===== config.mk =====
export PLATFORM = sky130hd
export DESIGN_NAME = imu_sfd_fifo
export DESIGN_NICKNAME = d
export VERILOG_FILES = /design/src/design/imu_sfd_pkg.sv /design/src/design/imu_sfd_fifo.sv
export SDC_FILE = /design/constraint.sdc
export NUM_CORES = 1
export LEC_CHECK = 0
export BUFFER_PORTS_ARGS = -buffer_cell sky130_fd_sc_hd__buf_4
export CAP_MARGIN = 20
export CELL_PAD_IN_SITES_DETAIL_PLACEMENT = 2
export CELL_PAD_IN_SITES_GLOBAL_PLACEMENT = 2
export CORE_MARGIN = 2
export CORE_UTILIZATION = 48
export CTS_CLUSTER_DIAMETER = 80
export DETAILED_ROUTE_END_ITERATION = 7
export GPL_TIMING_DRIVEN = 1
export MAX_ROUTING_LAYER = met4
export PLACE_DENSITY = 0.86
export SLEW_MARGIN = 20
export SYNTH_ARGS = -nofsm -noshare
export SYNTH_HDL_FRONTEND = slang
export SYNTH_SLANG_ARGS = --single-unit

===== constraint.sdc =====
create_clock -name clk_i -period 11.1 [get_ports clk_i]
set_input_delay 2.22 -clock clk_i [delete_from_list [all_inputs] [get_ports clk_i]]
set_output_delay 2.22 -clock clk_i [all_outputs]
set_load 0.02 [all_outputs]

===== src/design/imu_sfd_pkg.sv =====
// shared types, constants and register codes for the imu serial frame decoder
// no dependencies
package imu_sfd_pkg;

  localparam int unsigned FifoDepth = 4;

  localparam logic [7:0] HeaderByte = 8'h55;
  localparam logic [7:0] TypeLow    = 8'h50;
  localparam logic [7:0] TypeHigh   = 8'h5A;
  localparam logic [7:0] TypeAccel  = 8'h51;
  localparam logic [7:0] TypeGyro   = 8'h52;
  localparam logic [7:0] TypeAngle  = 8'h53;

  localparam logic [3:0] PosHeader = 4'd0;
  localparam logic [3:0] PosType   = 4'd1;
  localparam logic [3:0] PosFirst  = 4'd2;
  localparam logic [3:0] PosCheck  = 4'd10;

  localparam logic [31:0] AccelScaleRst    = 32'd20566036;
  localparam logic [31:0] GyroScaleRst     = 32'd4575276;
  localparam logic [31:0] AngleScaleRst    = 32'd23592960;
  localparam logic [31:0] TempScaleRst     = 32'd42949673;
  localparam logic [15:0] StaleLimitRst    = 16'd1000;
  localparam logic [15:0] ProbeIntervalRst = 16'd1500;

  typedef enum logic [2:0] {
    KIND_ACCEL = 3'd0,
    KIND_GYRO  = 3'd1,
    KIND_ANGLE = 3'd2,
    KIND_STAMP = 3'd3,
    KIND_BAUD  = 3'd4
  } kind_e;

  typedef enum logic [2:0] {
    CFG_ACCEL_SCALE    = 3'd0,
    CFG_GYRO_SCALE     = 3'd1,
    CFG_ANGLE_SCALE    = 3'd2,
    CFG_TEMP_SCALE     = 3'd3,
    CFG_STALE_LIMIT    = 3'd4,
    CFG_PROBE_INTERVAL = 3'd5
  } cfg_idx_e;

  typedef struct packed {
    logic [31:0] accel_scale;
    logic [31:0] gyro_scale;
    logic [31:0] angle_scale;
    logic [31:0] temp_scale;
    logic [15:0] stale_limit;
    logic [15:0] probe_interval;
  } cfg_t;

  // frame kinds carry eight raw bytes; stamp and baud carry time and rate bit
  typedef struct packed {
    kind_e       kind;
    logic [63:0] payload;
  } job_t;

endpackage


===== src/design/imu_sfd_fifo.sv =====
// short job queue between the front end and the scaling back end
// depends on imu_sfd_pkg
module imu_sfd_fifo #(
  parameter int unsigned Depth = imu_sfd_pkg::FifoDepth
) (
  input  logic              clk_i,
  input  logic              rst_ni,
  input  logic              push_i,
  input  imu_sfd_pkg::job_t job_i,
  output logic              full_o,
  input  logic              pop_i,
  output logic              valid_o,
  output imu_sfd_pkg::job_t job_o
);

  localparam int unsigned PtrW = (Depth > 1) ? $clog2(Depth) : 1;
  localparam int unsigned CntW = $clog2(Depth + 1);
  localparam logic [PtrW-1:0] LastPtr = PtrW'(Depth - 1);
  localparam logic [CntW-1:0] FullCnt = CntW'(Depth);

  imu_sfd_pkg::job_t mem_q [Depth];
  logic [PtrW-1:0] wr_q, rd_q;
  logic [CntW-1:0] cnt_q;
  logic            do_push;
  logic            do_pop;

  assign full_o  = (cnt_q == FullCnt);
  assign valid_o = (cnt_q != '0);
  assign job_o   = mem_q[rd_q];
  assign do_push = push_i && !full_o;
  assign do_pop  = pop_i && valid_o;

  always_ff @(posedge clk_i or negedge rst_ni) begin
    if (!rst_ni) begin
      wr_q  <= '0;
      rd_q  <= '0;
      cnt_q <= '0;
    end else begin
      if (do_push) begin
        wr_q <= (wr_q == LastPtr) ? '0 : wr_q + PtrW'(1);
      end
      if (do_pop) begin
        rd_q <= (rd_q == LastPtr) ? '0 : rd_q + PtrW'(1);
      end
      if (do_push && !do_pop) begin
        cnt_q <= cnt_q + CntW'(1);
      end else if (do_pop && !do_push) begin
        cnt_q <= cnt_q - CntW'(1);
      end
    end
  end

  always_ff @(posedge clk_i) begin
    if (do_push) begin
      mem_q[wr_q] <= job_i;
    end
  end

  assert property (@(posedge clk_i) disable iff (!rst_ni) !(push_i && full_o))
    else $error("job pushed into a full queue");
  assert property (@(posedge clk_i) disable iff (!rst_ni) cnt_q <= FullCnt)
    else $error("queue count beyond depth");
  assert property (@(posedge clk_i) disable iff (!rst_ni)
                   push_i && !pop_i |=> cnt_q == $past(cnt_q) + CntW'(1))
    else $error("queue lost a pushed job");

endmodule


* After elaboration in Yosys (flattened, before gate mapping) *
Memories as Yosys holds them, arrays and structs flattened.
Index checks and enable logic that the tools add are counted.

operators by class
  add/sub/neg operators = 4
  equality and inequality tests = 3
  mux-type cells = 6
  reduce and logical (&&, ||, !) cells = 9

operators with widths
  operator               count
  $mux W3                2
  $add A2 B1 Y2 const B  2
  $eq A2 B2 Y1 const B   2
  $logic_and A1 B1 Y1    4
  $mux W2                2
  $add A3 B1 Y3 const B  1
  $eq A3 B3 Y1 const B   1
  $logic_not A1 Y1       3
  $reduce_bool A3 Y1     1
  $sub A3 B1 Y3 const B  1
  $mux W1                2
  $reduce_bool A2 Y1     1

storage, ports and cells
  logic and storage cells = 26
  output and inout port bits = 69
  flip-flop bits (word level) = 7
  memories kept = 1
  bits in writable memories = 268
  bits of input ports = 71

memory list
  memory  words  width  rd ports  clocked after memory_dff  wr ports  line                text
  mem_q   4      67     1         0                         1         imu_sfd_fifo.sv:21  imu_sfd_pkg::job_t mem_q [Depth];

* Logic depth before layout (Yosys ltp) *
  word-level depth = 7
  depth in mapped cells = 8
  gate-level depth less buffers = 8

* Worst setup path before layout *
No wires, ideal clock.

  kind = input to register
  start = input port push_i
  end = memory mem_q[3][0] in the netlist's numbering, enable pin
  required time = 10.606 ns
  slack = 5.517 ns
  buffers on the path = 0
  data arrival time = 5.089 ns
  stages = 2
  setup time = 0.494 ns
  cells stage by stage = nand2_1 > nor2_1

between the ends
  cells in the longest elaborated chain, start to end = 3

RTL lines
  element                        line                text
  start, declared                imu_sfd_fifo.sv:8   input logic push_i,
  $logic_and A1 B1 Y1            imu_sfd_fifo.sv:30  assign do_push = push_i && !full_o;
  $mux W1                        imu_sfd_fifo.sv:54  if (do_push) begin
  $mux W1 (implied by the code)  imu_sfd_fifo.sv:55  mem_q[wr_q] <= job_i;
  end, declared                  imu_sfd_fifo.sv:21

No other way between the ends.

==> impl_metrics.csv <==
group,metric,value,unit
detailed_routing,first_iter_violations,237,
synth,synth_compound_gate_area_share,0,%
hold_path,hp-class,"reg -> reg",
synth,netlist_area,0.0101,mm²
grt,grt_pass1_vias,5266,
synth,synth_top_family_by_area,"multiplexers",
synth,ys_ff_latch,275,
sta,worst_hold_slack,0.495,ns
clock_network,htree_levels,1,
synth,syn_inst,388,
sta,slew_headroom,28.9,%
grt,grt_max_degree,70,
synth,synth-main-ff-cell,"edfxtp_1",
floorplanning,io_pins,140,
synth,synth_top_cells_by_count,"268 x edfxtp_1, 67 x mux4_2, 7 x dfrtp_1",
worst_setup_path,critPathLaunchType,"flip-flop",
pwr,total_power,3.54,mW
floorplanning,rows,53,
sta,layout_min_cycle_time,5.22,ns
sta,fmax,191,MHz
pwr,ir_drop,186,µV
grt,grt-ovfl-total,0,
synth,synth_most_common_cell,"edfxtp_1",
synth,async_flop_share,2.55,%
sta,tightest_slew,1.07,ns
finish,fin_nets,623,
synth,synth_adder_area_share,0.940,%
pwr,p_int,2.43,mW
detailed_routing,ant_nets,0,
floorplanning,die_area,0.0222,mm²
clock_network,ctsHoldBuffers,0,
floorplanning,die_w,149,µm
detailed_routing,drcViolationCount,0,
finish,multi_input_area,0.00177,mm²
status,status,"finished, final reports clean",
clock_network,cts_tree,"done",
finish,drive_gt1_share,46.0,%
placement,dp_hpwl,14200,µm
floorplanning,initial_core_util,48.6,%
pwr,clkPwrFrac,26.0,%
clock_network,clk_pin_slew,0.06,ns
sta,clock-skew-final,0.00696,ns
clock_network,cts_setup_buffers,0,
pwr,p_leak,4.21,nW
sta,hold_viol,0,
clock_network,clockBufferDepth,3,
finish,diodes,0,
pwr,p_per_area,288,mW/mm²
finish,fillers,1693,
grt,antenna_found_initial,0,
detailed_routing,wl_per_cell,27.7,µm
sta,period_share,47.0,%
pwr,switching_power,1.11,mW
worst_setup_path,endpoint_kind,"output port",
synth,yosys-top-cells-area,"edfxtp_1 80%, mux4_2 15%, dfrtp_1 1.7%",
detailed_routing,wirelength,23200,µm
worst_setup_path,worst-path-max-fanout,36,
synth,synthDistinctLibCells,20,
pwr,seqPwrFrac,43.5,%
synth,yosysTopAreaCell,"edfxtp_1",
finish,seqCellArea,0.00823,mm²
sta,finalSetupTns,0,ns
clock_network,numCtsBuffers,30,
clock_network,clk_latency,0.54,ns
sta,setup_viol,0,
synth,yosys_warnings,0,
floorplanning,die_h,149,µm
worst_setup_path,worstPathRequired,8.88,ns
synth,yosysTopAreaCellShare,79.6,%
floorplanning,core_area,0.0208,mm²
job,drv_cap,0,
detailed_routing,routed_via_density,5.51,
synth,yosysSeqAreaShare,81.3,%
synth,synthSimpleGateAreaFrac,0.656,%
pwr,combPwrFrac,30.5,%
synth,muxShareOfSynthArea,15.5,%
synth,synth_xor_area_share,0.260,%
clock_network,cts-resized-gates,0,
worst_setup_path,worstSetupPathType,"reg -> out",
finish,syn_to_final_growth,21.9,%
placement,numPortBuffers,139,
sta,rsz0062_at_grt,"no",
grt,grt_pass1_wl,35100,µm
sta,final_max_slew_viol_count,0,
synth,syn_avg_cell_area,26.1,µm²
synth,synth_enable_flop_cells,268,
placement,gp_congestion,0.689,
detailed_routing,drt_pass1_iterations,4,
grt,track_usage,22.4,%
synth,syn-num-nets,466,
detailed_routing,vias,4626,
clock_network,cts-root-buf,"clkbuf_16",
pwr,switching_share,31.4,%
worst_setup_path,worstPathArrival,3.00,ns
worst_setup_path,rrSetupSlack,8.64,ns
clock_network,cts.sinks,275,
==> registers in the layout, summed over array words and instances, names as in the netlist <==
signal  cells
mem_q     268
cnt_q       3
rd_q        2
wr_q        2
==> area by class of cell <==
type,count,area share [%]
flip-flops and latches,275,66.8
multi-input cells,94,14.3
repair buffers,141,8.59
clock buffers,45,7.13
well taps,275,2.79
clock inverters,7,0.254
inverters,3,0.0914
==> kinds of logic (layout without fill, tap and decap cells) <==
group,count (synthesis),count (layout)
flip-flops,275,275
multiplexers,72,72
buffers and inverters,19,196
AND/OR/NAND/NOR,12,12
adder cells (fa/ha/maj),7,7
XOR/XNOR,3,3
==> worst paths after layout <==
check | startpoint | to | depth (start not counted)
min reg2reg | cnt_q[2] | cnt_q[2] | 1
max | rd_q[0] | job_o[18] | 3
max reg2reg | cnt_q[2] | mem_q[2][65] | 3
min in group asynchronous | rst_ni | cnt_q[0] | 1
max in group asynchronous | rst_ni | rd_q[0] | 1
min | cnt_q[2] | cnt_q[2] | 1
==> critical path: stages (launching register included) <==
cell and delay, ns:
dfrtp_4 0.90, buf_4 0.70, mux4_2 0.62, buf_4 0.18
==> metrics by stage <==
stage	utilization (%)	std cells	setup slack [ns]	area [µm²]
finish	59.2	840	5.88	12300
global route	59.2	840	5.62	12300
CTS	59.2	840	5.78	12300
detailed placement	54.8	788	6.36	11400
global placement	54.8	788	6.38	11400
floorplan	-	388	5.52	10100
==> metal layers <==
| layer | vias up | part of all wire (%) | track usage, % |
|---|---|---|---|
| met1 | 2495 | 39 | 28.6 |
| met4 | 0 | 1.8 | 4.24 |
| met2 | 126 | 55 | 39.0 |
| met5 | - | 0 | - |
| li1 | 1970 | - | - |
| met3 | 35 | 3.7 | 3.33 |
==> power by group through the flow <==
stage | clock network (mW) | logic [mW] | registers [mW]
floorplan | 0 | 0.769 | 1.44
global placement | 0 | 1.06 | 1.53
detailed placement | 0 | 1.10 | 1.57
CTS | 0.941 | 1.11 | 1.55
global route | 0.973 | 1.16 | 1.57
finish | 0.922 | 1.08 | 1.54
==> cell usage in the layout, fill, tap and decap left out <==
master and instances:
dfrtp_1 5, dfrtp_4 2, clkinv_1 3, edfxtp_1 268, nor2_1 3, mux2_2 5, xor2_1 2, nand2_1 2
and2_4 3, or3_1 1, clkinv_2 4, clkbuf_1 9, nor2b_1 1, inv_1 3, ha_1 6, nor2_4 1
buf_4 141, fa_1 1, xnor2_1 1, mux4_2 67, clkbuf_8 5, clkbuf_16 31, nor3b_2 1
Power figures use the tool's default switching activity.
