$ cat src/design/imu_sfd_pkg.sv
// shared types, constants and register codes for the imu serial frame decoder
// no dependencies
package imu_sfd_pkg;

  localparam int unsigned FifoDepth = 4;

  localparam logic [7:0] HeaderByte = 8'h55;
  localparam logic [7:0] TypeLow    = 8'h50;
  localparam logic [7:0] TypeHigh   = 8'h5A;
  localparam logic [7:0] TypeAccel  = 8'h51;
  localparam logic [7:0] TypeGyro   = 8'h52;
  localparam logic [7:0] TypeAngle  = 8'h53;

  localparam logic [3:0] PosHeader = 4'd0;
  localparam logic [3:0] PosType   = 4'd1;
  localparam logic [3:0] PosFirst  = 4'd2;
  localparam logic [3:0] PosCheck  = 4'd10;

  localparam logic [31:0] AccelScaleRst    = 32'd20566036;
  localparam logic [31:0] GyroScaleRst     = 32'd4575276;
  localparam logic [31:0] AngleScaleRst    = 32'd23592960;
  localparam logic [31:0] TempScaleRst     = 32'd42949673;
  localparam logic [15:0] StaleLimitRst    = 16'd1000;
  localparam logic [15:0] ProbeIntervalRst = 16'd1500;

  typedef enum logic [2:0] {
    KIND_ACCEL = 3'd0,
    KIND_GYRO  = 3'd1,
    KIND_ANGLE = 3'd2,
    KIND_STAMP = 3'd3,
    KIND_BAUD  = 3'd4
  } kind_e;

  typedef enum logic [2:0] {
    CFG_ACCEL_SCALE    = 3'd0,
    CFG_GYRO_SCALE     = 3'd1,
    CFG_ANGLE_SCALE    = 3'd2,
    CFG_TEMP_SCALE     = 3'd3,
    CFG_STALE_LIMIT    = 3'd4,
    CFG_PROBE_INTERVAL = 3'd5
  } cfg_idx_e;

  typedef struct packed {
    logic [31:0] accel_scale;
    logic [31:0] gyro_scale;
    logic [31:0] angle_scale;
    logic [31:0] temp_scale;
    logic [15:0] stale_limit;
    logic [15:0] probe_interval;
  } cfg_t;

  // frame kinds carry eight raw bytes; stamp and baud carry time and rate bit
  typedef struct packed {
    kind_e       kind;
    logic [63:0] payload;
  } job_t;

endpackage

$ cat src/design/imu_sfd_front.sv
// front end: frame hunter, checksum, angle stamping, link watchdog, baud probe
// depends on imu_sfd_pkg
module imu_sfd_front (
  input  logic               clk_i,
  input  logic               rst_ni,
  input  imu_sfd_pkg::cfg_t  cfg_i,
  input  logic               item_valid_i,
  output logic               item_stall_o,
  input  logic               req_type_i,
  input  logic [7:0]         rx_byte_i,
  input  logic [31:0]        now_ms_i,
  input  logic               full_i,
  output logic               push_o,
  output imu_sfd_pkg::job_t  job_o
);

  logic [3:0]  pos_q, pos_d;
  logic [7:0]  sum_q, sum_d;
  logic        pending_q, pending_d;
  logic        locked_q, locked_d;
  logic [31:0] lat_q, lat_d;
  logic [31:0] lst_q, lst_d;
  logic        fast_q, fast_d;
  logic [7:0]  type_q;
  logic [7:0]  data_q [8];

  logic        accept;
  logic        data_we;
  logic        type_we;
  logic [2:0]  data_idx;
  logic [15:0] limit;
  logic [31:0] since_angle;
  logic [31:0] since_switch;
  logic        drop;
  logic        toggle;

  assign item_stall_o = full_i;
  assign accept       = item_valid_i && !full_i;
  assign data_idx     = 3'(pos_q - imu_sfd_pkg::PosFirst);

  assign limit        = (cfg_i.stale_limit == 16'd0) ? 16'd1 : cfg_i.stale_limit;
  assign since_angle  = now_ms_i - lat_q;
  assign since_switch = now_ms_i - lst_q;
  assign drop         = locked_q && (since_angle >= {16'd0, limit});
  assign toggle       = !locked_q ? (since_switch >= {16'd0, cfg_i.probe_interval})
                                  : (drop && (cfg_i.probe_interval == 16'd0));

  always_comb begin
    pos_d     = pos_q;
    sum_d     = sum_q;
    pending_d = pending_q;
    locked_d  = locked_q;
    lat_d     = lat_q;
    lst_d     = lst_q;
    fast_d    = fast_q;
    data_we   = 1'b0;
    type_we   = 1'b0;
    push_o    = 1'b0;
    job_o     = '{kind: imu_sfd_pkg::KIND_ACCEL, payload: '0};
    if (accept && !req_type_i) begin
      case (pos_q)
        imu_sfd_pkg::PosHeader: begin
          if (rx_byte_i == imu_sfd_pkg::HeaderByte) begin
            sum_d = rx_byte_i;
            pos_d = imu_sfd_pkg::PosType;
          end
        end
        imu_sfd_pkg::PosType: begin
          if (rx_byte_i >= imu_sfd_pkg::TypeLow && rx_byte_i <= imu_sfd_pkg::TypeHigh) begin
            type_we = 1'b1;
            sum_d   = sum_q + rx_byte_i;
            pos_d   = imu_sfd_pkg::PosFirst;
          end else begin
            pos_d = imu_sfd_pkg::PosHeader;
          end
        end
        imu_sfd_pkg::PosCheck: begin
          pos_d = imu_sfd_pkg::PosHeader;
          job_o.payload = {data_q[7], data_q[6], data_q[5], data_q[4],
                           data_q[3], data_q[2], data_q[1], data_q[0]};
          if (sum_q == rx_byte_i) begin
            if (type_q == imu_sfd_pkg::TypeAccel) begin
              push_o     = 1'b1;
              job_o.kind = imu_sfd_pkg::KIND_ACCEL;
            end else if (type_q == imu_sfd_pkg::TypeGyro) begin
              push_o     = 1'b1;
              job_o.kind = imu_sfd_pkg::KIND_GYRO;
            end else if (type_q == imu_sfd_pkg::TypeAngle) begin
              push_o     = 1'b1;
              job_o.kind = imu_sfd_pkg::KIND_ANGLE;
              pending_d  = 1'b1;
            end
          end
        end
        default: begin
          if (pos_q < imu_sfd_pkg::PosCheck) begin
            data_we = 1'b1;
            sum_d   = sum_q + rx_byte_i;
            pos_d   = pos_q + 4'd1;
          end else begin
            pos_d = imu_sfd_pkg::PosHeader;
          end
        end
      endcase
    end else if (accept && req_type_i) begin
      if (pending_q) begin
        pending_d  = 1'b0;
        lat_d      = now_ms_i;
        locked_d   = 1'b1;
        push_o     = 1'b1;
        job_o.kind = imu_sfd_pkg::KIND_STAMP;
        job_o.payload[31:0] = (now_ms_i == 32'd0) ? 32'd1 : now_ms_i;
      end else begin
        if (drop) begin
          locked_d = 1'b0;
          lst_d    = now_ms_i;
        end
        if (toggle) begin
          fast_d     = !fast_q;
          pos_d      = imu_sfd_pkg::PosHeader;
          sum_d      = 8'd0;
          pending_d  = 1'b0;
          lat_d      = 32'd0;
          lst_d      = now_ms_i;
          push_o     = 1'b1;
          job_o.kind = imu_sfd_pkg::KIND_BAUD;
          job_o.payload[32:0] = {!fast_q, now_ms_i};
        end
      end
    end
  end

  always_ff @(posedge clk_i or negedge rst_ni) begin
    if (!rst_ni) begin
      pos_q     <= imu_sfd_pkg::PosHeader;
      sum_q     <= 8'd0;
      pending_q <= 1'b0;
      locked_q  <= 1'b0;
      lat_q     <= 32'd0;
      lst_q     <= 32'd0;
      fast_q    <= 1'b1;
    end else begin
      pos_q     <= pos_d;
      sum_q     <= sum_d;
      pending_q <= pending_d;
      locked_q  <= locked_d;
      lat_q     <= lat_d;
      lst_q     <= lst_d;
      fast_q    <= fast_d;
    end
  end

  always_ff @(posedge clk_i) begin
    if (type_we) begin
      type_q <= rx_byte_i;
    end
    if (data_we) begin
      data_q[data_idx] <= rx_byte_i;
    end
  end

endmodule

$ cat config.mk
export PLATFORM = sky130hd
export DESIGN_NAME = imu_sfd_front
export DESIGN_NICKNAME = d
export VERILOG_FILES = /design/src/design/imu_sfd_pkg.sv /design/src/design/imu_sfd_front.sv
export SDC_FILE = /design/constraint.sdc
export NUM_CORES = 1
export LEC_CHECK = 0
export ABC_AREA = 1
export BUFFER_PORTS_ARGS = -buffer_cell sky130_fd_sc_hd__buf_4
export CAP_MARGIN = 10
export CORE_MARGIN = 2
export CORE_UTILIZATION = 40
export DETAILED_ROUTE_END_ITERATION = 7
export GPL_TIMING_DRIVEN = 1
export PLACE_DENSITY = 0.62
export SKIP_CTS_REPAIR_TIMING = 1
export SLEW_MARGIN = 20
export SYNTH_ARGS = -nofsm -noshare
export SYNTH_HDL_FRONTEND = slang
export SYNTH_SLANG_ARGS = --single-unit
export TNS_END_PERCENT = 50
$ cat constraint.sdc
create_clock -name clk_i -period 4.8 [get_ports clk_i]
set_input_delay 0.72 -clock clk_i [delete_from_list [all_inputs] [get_ports clk_i]]
set_output_delay 0.72 -clock clk_i [all_outputs]
set_load 0.01 [all_outputs]
# == After elaboration in Yosys (flattened, before gate mapping) ==
# Memories as Yosys holds them, arrays and structs flattened.
# Index checks and enable logic that the tools add are counted.
# totals
n_memories,1
elab_cells,128
ff_bits,87
ramBits,64
inputBits,205
out_inout_bits,69
# memory_table
memory,words,width,read_ports,rd_clocked_by_memory_dff,wr,line,text
data_q,8,8,8,0,1,imu_sfd_front.sv:25,logic [7:0] data_q [8];
# classes
order_cmp,5
n_reduce_logical,26
muxes,64
bitwise_logic,2
n_addsub,5
n_eq_ne,17
# ops
operator,n
two-way mux 32 bit,6
two-way mux 33 bit,3
two-way mux 66 bit,1
>= comparator 32 x 16 -> 1 bit,2
subtractor 32 bit,2
two-way mux 8 bit,7
== test 8 x 7 -> 1 bit (second input constant),4
logical NOT 16 bit,2
logical NOT 32 bit,1
two-way mux 31 bit,1
two-way mux 1 bit,28
two-way mux 4 bit,6
case mux 8 bit (3 select lines),1
two-way mux 16 bit,1
two-way mux 3 bit,4
case mux 4 bit (3 select lines),1
AND reduction 4 bit,3
two-way mux 2 bit,5
nonzero test 2 bit,5
adder 8 bit,1
== test 8 bit,1
>= comparator 8 x 7 -> 1 bit (second input constant),1
<= comparator 8 x 7 -> 1 bit (second input constant),1
!= test 2 x 1 -> 1 bit (second input constant),4
16 further kinds,28

# == Depth between registers and ports, before layout ==
# Gate-level depths: netlist of run 1.
# logic_depth
word_depth,10
depth_mapped,28
mapped_depth_nobuf,28

# == Least setup slack after synthesis of run 1 ==
# No wires, ideal clock.
# synth_timing
kind,input -> output
start,in now_ms_i[0]
end,out job_o[31] in the netlist's numbering
t_arrival_ns,3.642
path_stages,27
t_required_ns,4.080
path_slack_ns,0.438
path_buffers,1
cell_sequence,inv_1 ha_1 inv_1 fa_1 nand2_1 nand2_1 nand3_1 nand2_1 nand2_1 nand2_1 xor2_1 ha_1 nand2_1 nor2_1 a211oi_1 nand3_1 nor2_1 nand3_1 nor2_1 nand2_2 nand2_2 nand2_2 nand3_2 nand2_4 buf_4 nand2_1 nand2_1
# synth_lines
item,line,text
from (decl),imu_sfd_front.sv:11,"input logic [31:0] now_ms_i,"
to (decl),imu_sfd_front.sv:14,output imu_sfd_pkg::job_t job_o

==> flow_metrics.tcl, run 1 <==
set metrics [dict create \
    regArea_sq_mm 0.00414 \
    area_growth_pct 28.6 \
    cp_data_arrival_time_ns 4.23 \
    outcome "finished, violations left" \
    n_fill_cell 3020 \
    fin_util_pct 52.6 \
    row_count 64 \
    hpwl_mm 31.2 \
    synth_mux_area_share_pct 0 \
    fmax_mhz 202 \
    power.internal_mw 2.88 \
    finalSetupTns_ns -4.07 \
    synth_edf_count 72 \
    mostFrequentLayoutCells "nand2_1, inv_1, buf_4" \
    maxSlewViolCount 0 \
    ys.flop_type "dfrtp_1" \
    die_h_um 181 \
    seqPwrFrac_pct 32.2 \
    rsz0062_at_grt "yes" \
    synth_fa_ha_area_share_pct 10.9 \
    htreeDepth 4 \
    synth_cell_types 52 \
    crit_type "reg -> out" \
    ir_drop_mv 0.217 \
    comb_power_share_pct 39.9 \
    leakagePower_nw 8.45 \
    slowest_stage "dfrtp_1" \
    startpoint_type "flip-flop" \
    synth_top_family_by_area "simple AND/OR/NAND/NOR gates" \
    die_w_um 181 \
    drive_gt1_share_pct 21.7 \
    antenna_cells 0 \
    clk_pin_slew_ns 0.07 \
    drc 0 \
    layout_commonest_cell "nand2_1" \
    routed_wl_mm 40.0 \
    period_minus_slack_ns 4.95 \
    synth-simple-area-share_pct 34.9 \
    maxSlewHeadroom_pct 43.5 \
    critPathMaxFanout 7 \
    antenna_left 0 \
    clock_power_share_pct 27.8 \
    drt_first_iter_violations 948 \
    hold_violations 0 \
    io_buffers 145 \
    p_sw_mw 1.75 \
    detail_route.first_pass.iterations 5 \
    cellPowerDensity_mw_per_mm2 286 \
    final.setup.worst_slack_ns -0.152 \
    antenna_found_initial 0 \
    synth_area_sq_mm 0.0126 \
    vias 12700 \
    synth.avg_cell_area_sq_um 6.77 \
    vias_per_cell 5.01 \
    grt-ovfl-total 0 \
    crit_required_ns 4.08 \
    switching_share_pct 37.8 \
    syn_inst 1860 \
    yosysWarnings 0 \
    start_util_pct 40.9 \
    hold_path.class "in -> async" \
    fin_crit_sh_pct 103 \
    critPathMaxStageDelay_ns 0.43 \
    grt_pass1_vias 11900 \
    post_drt_wl_per_cell_um 15.8 \
    grt_util_all_layers_pct 23.6 \
    cp-end-kind "primary output" \
    setup_viol 33 \
    dieArea_sq_mm 0.0329 \
    pin_count 274 \
    total_power_mw 4.63 \
    cpMostUsedCell "nand2_2" \
    grt_max_degree 45 \
    gp_congestion 0.921 \
    fin_worst_skew_ns 0.0171 \
    synth_compound_area_share_pct 7.61 \
    cts_tree "yes" \
    dp.cells 2487 \
    async_reset_ff_share_pct 52.3 \
    fin_nets 2434 \
    max_slew.worst_pin.slew_ns 0.848 \
    cts_sinks 151 \
    core_sq_mm 0.0307 \
    violations "setup timing" \
    root_buffer "clkbuf_16" \
    grt_pass1_wl_mm 61.8 \
    synth-xor-area-share_pct 2.71 \
    clock_path_buffers 2 \
    synth_seq_area_share_pct 32.9 \
    ys_ff_latch 151 \
    synth_fp_nets 2173 \
    multi_input_area_sq_mm 0.00751 \
    drv_cap 0 \
    numCtsBuffers 17 \
    clk_latency_ns 0.43 \
    stdcell_count 2530 \
]
## cell type report
type / instances / area share [%]
Clock buffer: 18 / 2.71
Sequential cell: 151 / 25.6
Tap cell: 396 / 3.06
Timing Repair Buffer: 274 / 14.1
Clock inverter: 14 / 0.758
Inverter: 316 / 7.33
Multi-Input combinational cell: 1361 / 46.4
## flip-flops by register name (all words and copies together), names as in the netlist
signal and flops:
type_q 8, locked_q 1, sum_q 8, lat_q 32, lst_q 32, pending_q 1, fast_q 1, data_q 64
pos_q 4
## worst paths after layout
path                       cells after the start      from  slack, ns         to
min in group clk_i                             2  sum_q[5]       0.48   sum_q[5]
min reg2reg                                    2  sum_q[5]       0.48   sum_q[5]
min                                            1    rst_ni       0.26   sum_q[5]
max in group asynchronous                      2    rst_ni       3.53   locked_q
max reg2reg                                   29  lat_q[0]       0.65  lst_q[25]
max                                           28  lat_q[0]      -0.15   job_o[9]
## power by group through the flow
stage	Sequential, mW	Clock [mW]	Combinational [mW]
after floorplan	1.51	0	1.17
after global placement	1.52	0	1.73
after detailed placement	1.52	0	1.77
after CTS	1.49	1.30	1.78
after global routing	1.51	1.35	2.10
final	1.49	1.29	1.85
## Yosys cell counts (11+ instances only)
| master | instances | area share [%] |
|---|---|---|
| ha_1 | 105 | 10 |
| dfrtp_1 | 78 | 16 |
| inv_1 | 313 | 9.3 |
| nand2_1 | 686 | 20 |
| xor2_1 | 34 | 2.4 |
| a21oi_1 | 74 | 2.9 |
| edfxtp_1 | 72 | 17 |
| nand4_1 | 24 | 1.2 |
| nor4_1 | 11 | 0.55 |
| clkbuf_1 | 16 | 0.48 |
| o21ai_2 | 29 | 2.0 |
| nand2_2 | 14 | 0.70 |
| nor2_1 | 160 | 4.8 |
| o21ai_0 | 25 | 0.99 |
| nor3_1 | 23 | 0.91 |
| nand3_1 | 111 | 4.4 |
## worst max-delay path: cells and delay by family (launching register included)
kind | cells | cell delay, ns
AOI/OAI and AO/OA | 1 | 0.21
xor gates and xnor gates | 1 | 0.20
DFF | 1 | 0.43
buffers and inverters | 4 | 0.53
and+or+nand+nor | 19 | 1.53
adders and majority gates | 3 | 0.92
## per-layer routing
metal / share of wire, % / GRT usage [%]
met5: 0 / 0
met4: 2.2 / 6.67
met3: 6.1 / 4.01
met2: 47 / 39.8
met1: 45 / 31.3
## kinds of logic (layout without fill, tap and decap cells)
family	count (synthesis)	count (layout)
XOR/XNOR	39	39
buffers and inverters	348	622
AND/OR/NAND/NOR	1058	1058
flip-flops	151	151
AO/OA/AOI/OAI	156	156
adder cells (fa/ha/maj)	108	108
## per-stage QoR
step	setup slack [ns]	cell area, sq um	hold slack (ns)
6_report	-0.152	16200	0.257
5_1_grt	-0.369	16200	0.275
4_1_cts	-0.373	15500	0.269
3_5_place_dp	-0.338	14900	0.469
3_3_place_gp	-0.224	14900	0.463
2_1_floorplan	0.438	12600	0.424
Note: power is estimated with default switching activity, not from simulation.
==> inputs of run 2 (changes only) <==
Settings changed: BUFFER_PORTS_ARGS -buffer_cell sky130_fd_sc_hd__buf_4 to -buffer_cell sky130_fd_sc_hd__buf_2.
==> flow_metrics.tcl, run 2 (synthesized netlist as in run 1, its figures left out) <==
set metrics [dict create \
    clock_path_buffers 2 \
    total_power_mw 4.93 \
    setup_viol 0 \
    drt_first_iter_violations 919 \
    critPathMaxFanout 8 \
    layout_commonest_cell "nand2_1" \
    vias_per_cell 4.99 \
    antenna_left 0 \
    detail_route.first_pass.iterations 6 \
    period_minus_slack_ns 4.77 \
    die_h_um 181 \
    seqPwrFrac_pct 30.3 \
    preCtsSetupSlack_ns -0.168 \
    switching_share_pct 37.1 \
    place_area_sq_mm 0.0146 \
    hold_violations 0 \
    outcome "finished clean" \
    comb_power_share_pct 40.4 \
    startpoint_type "input pin" \
    crit_type "in -> out" \
    htreeDepth 4 \
    final_area_sq_mm 0.0163 \
    grt_pass1_wl_mm 61.5 \
    mostFrequentLayoutCells "nand2_1, inv_1, nor2_1" \
    clock_power_share_pct 29.3 \
    dieArea_sq_mm 0.0329 \
    maxSlewHeadroom_pct 46.4 \
    clk_pin_slew_ns 0.07 \
    cp_data_arrival_time_ns 4.05 \
    grt_util_all_layers_pct 23.7 \
    cellPowerDensity_mw_per_mm2 302 \
    cp-end-kind "primary output" \
    clk_latency_ns 0.44 \
    fmax_mhz 210 \
    fin_nets 2452 \
    ir_drop_mv 0.262 \
    crit_required_ns 4.08 \
    post_drt_wl_per_cell_um 15.7 \
    rsz0062_at_grt "yes" \
    drc 0 \
    gp_congestion 0.938 \
    hold_path.class "in -> async" \
    p_sw_mw 1.83 \
    area_growth_pct 29.9 \
    regMostFlops "data_q" \
    antenna_found_initial 0 \
    stdcell_count 2549 \
    die_w_um 181 \
    hpwl_mm 31.3 \
    maxSlewViolCount 0 \
    row_count 64 \
    start_util_pct 40.9 \
    largest_reg_flops 64 \
    core_sq_mm 0.0307 \
    fin_crit_sh_pct 99.3 \
    dp.cells 2495 \
    io_buffers 145 \
    cts_sinks 151 \
    grt_pass1_vias 12000 \
    vias 12700 \
    max_slew.worst_pin.slew_ns 0.796 \
    grt_max_degree 44 \
    numCtsBuffers 17 \
    finalSetupTns_ns 0 \
    pin_count 274 \
    leakagePower_nw 8.50 \
    grt-ovfl-total 0 \
    cts_tree "yes" \
    root_buffer "clkbuf_16" \
    top_regs "data_q x64, lat_q x32, lst_q x32" \
    drive_gt1_share_pct 25.0 \
    power.internal_mw 3.10 \
    fin_worst_skew_ns 0.0177 \
    final.setup.worst_slack_ns 0.0338 \
    drv_cap 0 \
    routed_wl_mm 40.0 \
]
-- run 2: final cells by class --
type	instances	area [sq um]
Antenna cell	1	2.50
Clock inverter	13	178
Sequential cell	151	4140
Inverter	316	1190
Clock buffer	19	464
Fill cell	3034	14400
Tap cell	396	495
Timing Repair Buffer	292	2040
Multi-Input combinational cell	1361	7840
-- run 2: final timing paths --
check                             from         to  slack (ns)  cells past startpoint
min in group clk_i            sum_q[6]   sum_q[6]        0.48                      2
max in group asynchronous       rst_ni   lat_q[0]        3.53                      2
hold / removal                  rst_ni   pos_q[3]        0.29                      1
hold reg to reg               sum_q[6]   sum_q[6]        0.48                      2
setup reg to reg              lst_q[2]   lst_q[8]        0.65                     27
setup / recovery           now_ms_i[2]  job_o[11]        0.03                     25
-- run 2: power groups by stage --
stage / sequential (mW) / clock (mW) / combinational [mW]
after detailed placement: 1.52 / 0 / 1.76
final: 1.50 / 1.45 / 1.99
after global routing: 1.51 / 1.51 / 2.24
after floorplan: 1.51 / 0 / 1.17
after CTS: 1.49 / 1.46 / 1.77
after global placement: 1.52 / 0 / 1.73
-- run 2: stage by stage --
stage	hold WS, ns	util [%]
2_1_floorplan	0.424	-
3_3_place_gp	0.464	47.6
3_5_place_dp	0.469	47.6
4_1_cts	0.313	49.7
5_1_grt	0.349	53.1
6_report	0.291	53.2
-- run 2: layer usage --
metal	part of all wire, %	track usage, %
met5	0	0
met4	2.8	8.33
met3	5.9	3.85
met2	47	39.6
met1	44	31.0
-- run 2: critical path, stage by stage --
cell and delay, ns:
buf_2 0.15, ha_1 0.35, a21oi_2 0.19, nand2_2 0.14, a21oi_4 0.21, xnor2_2 0.09, ha_1 0.33, a21oi_2 0.14
nor2_1 0.06, nor3_2 0.15, nand2_1 0.09, nand2_1 0.06, nand2_1 0.06, nand2_1 0.07, nand3_2 0.09, nor2_1 0.11
nand4_1 0.09, nor2_1 0.15, nand2_2 0.11, nand3_4 0.13, nand2_8 0.11, buf_12 0.18, nand2_1 0.07, nand2_2 0.08
buf_6 0.13
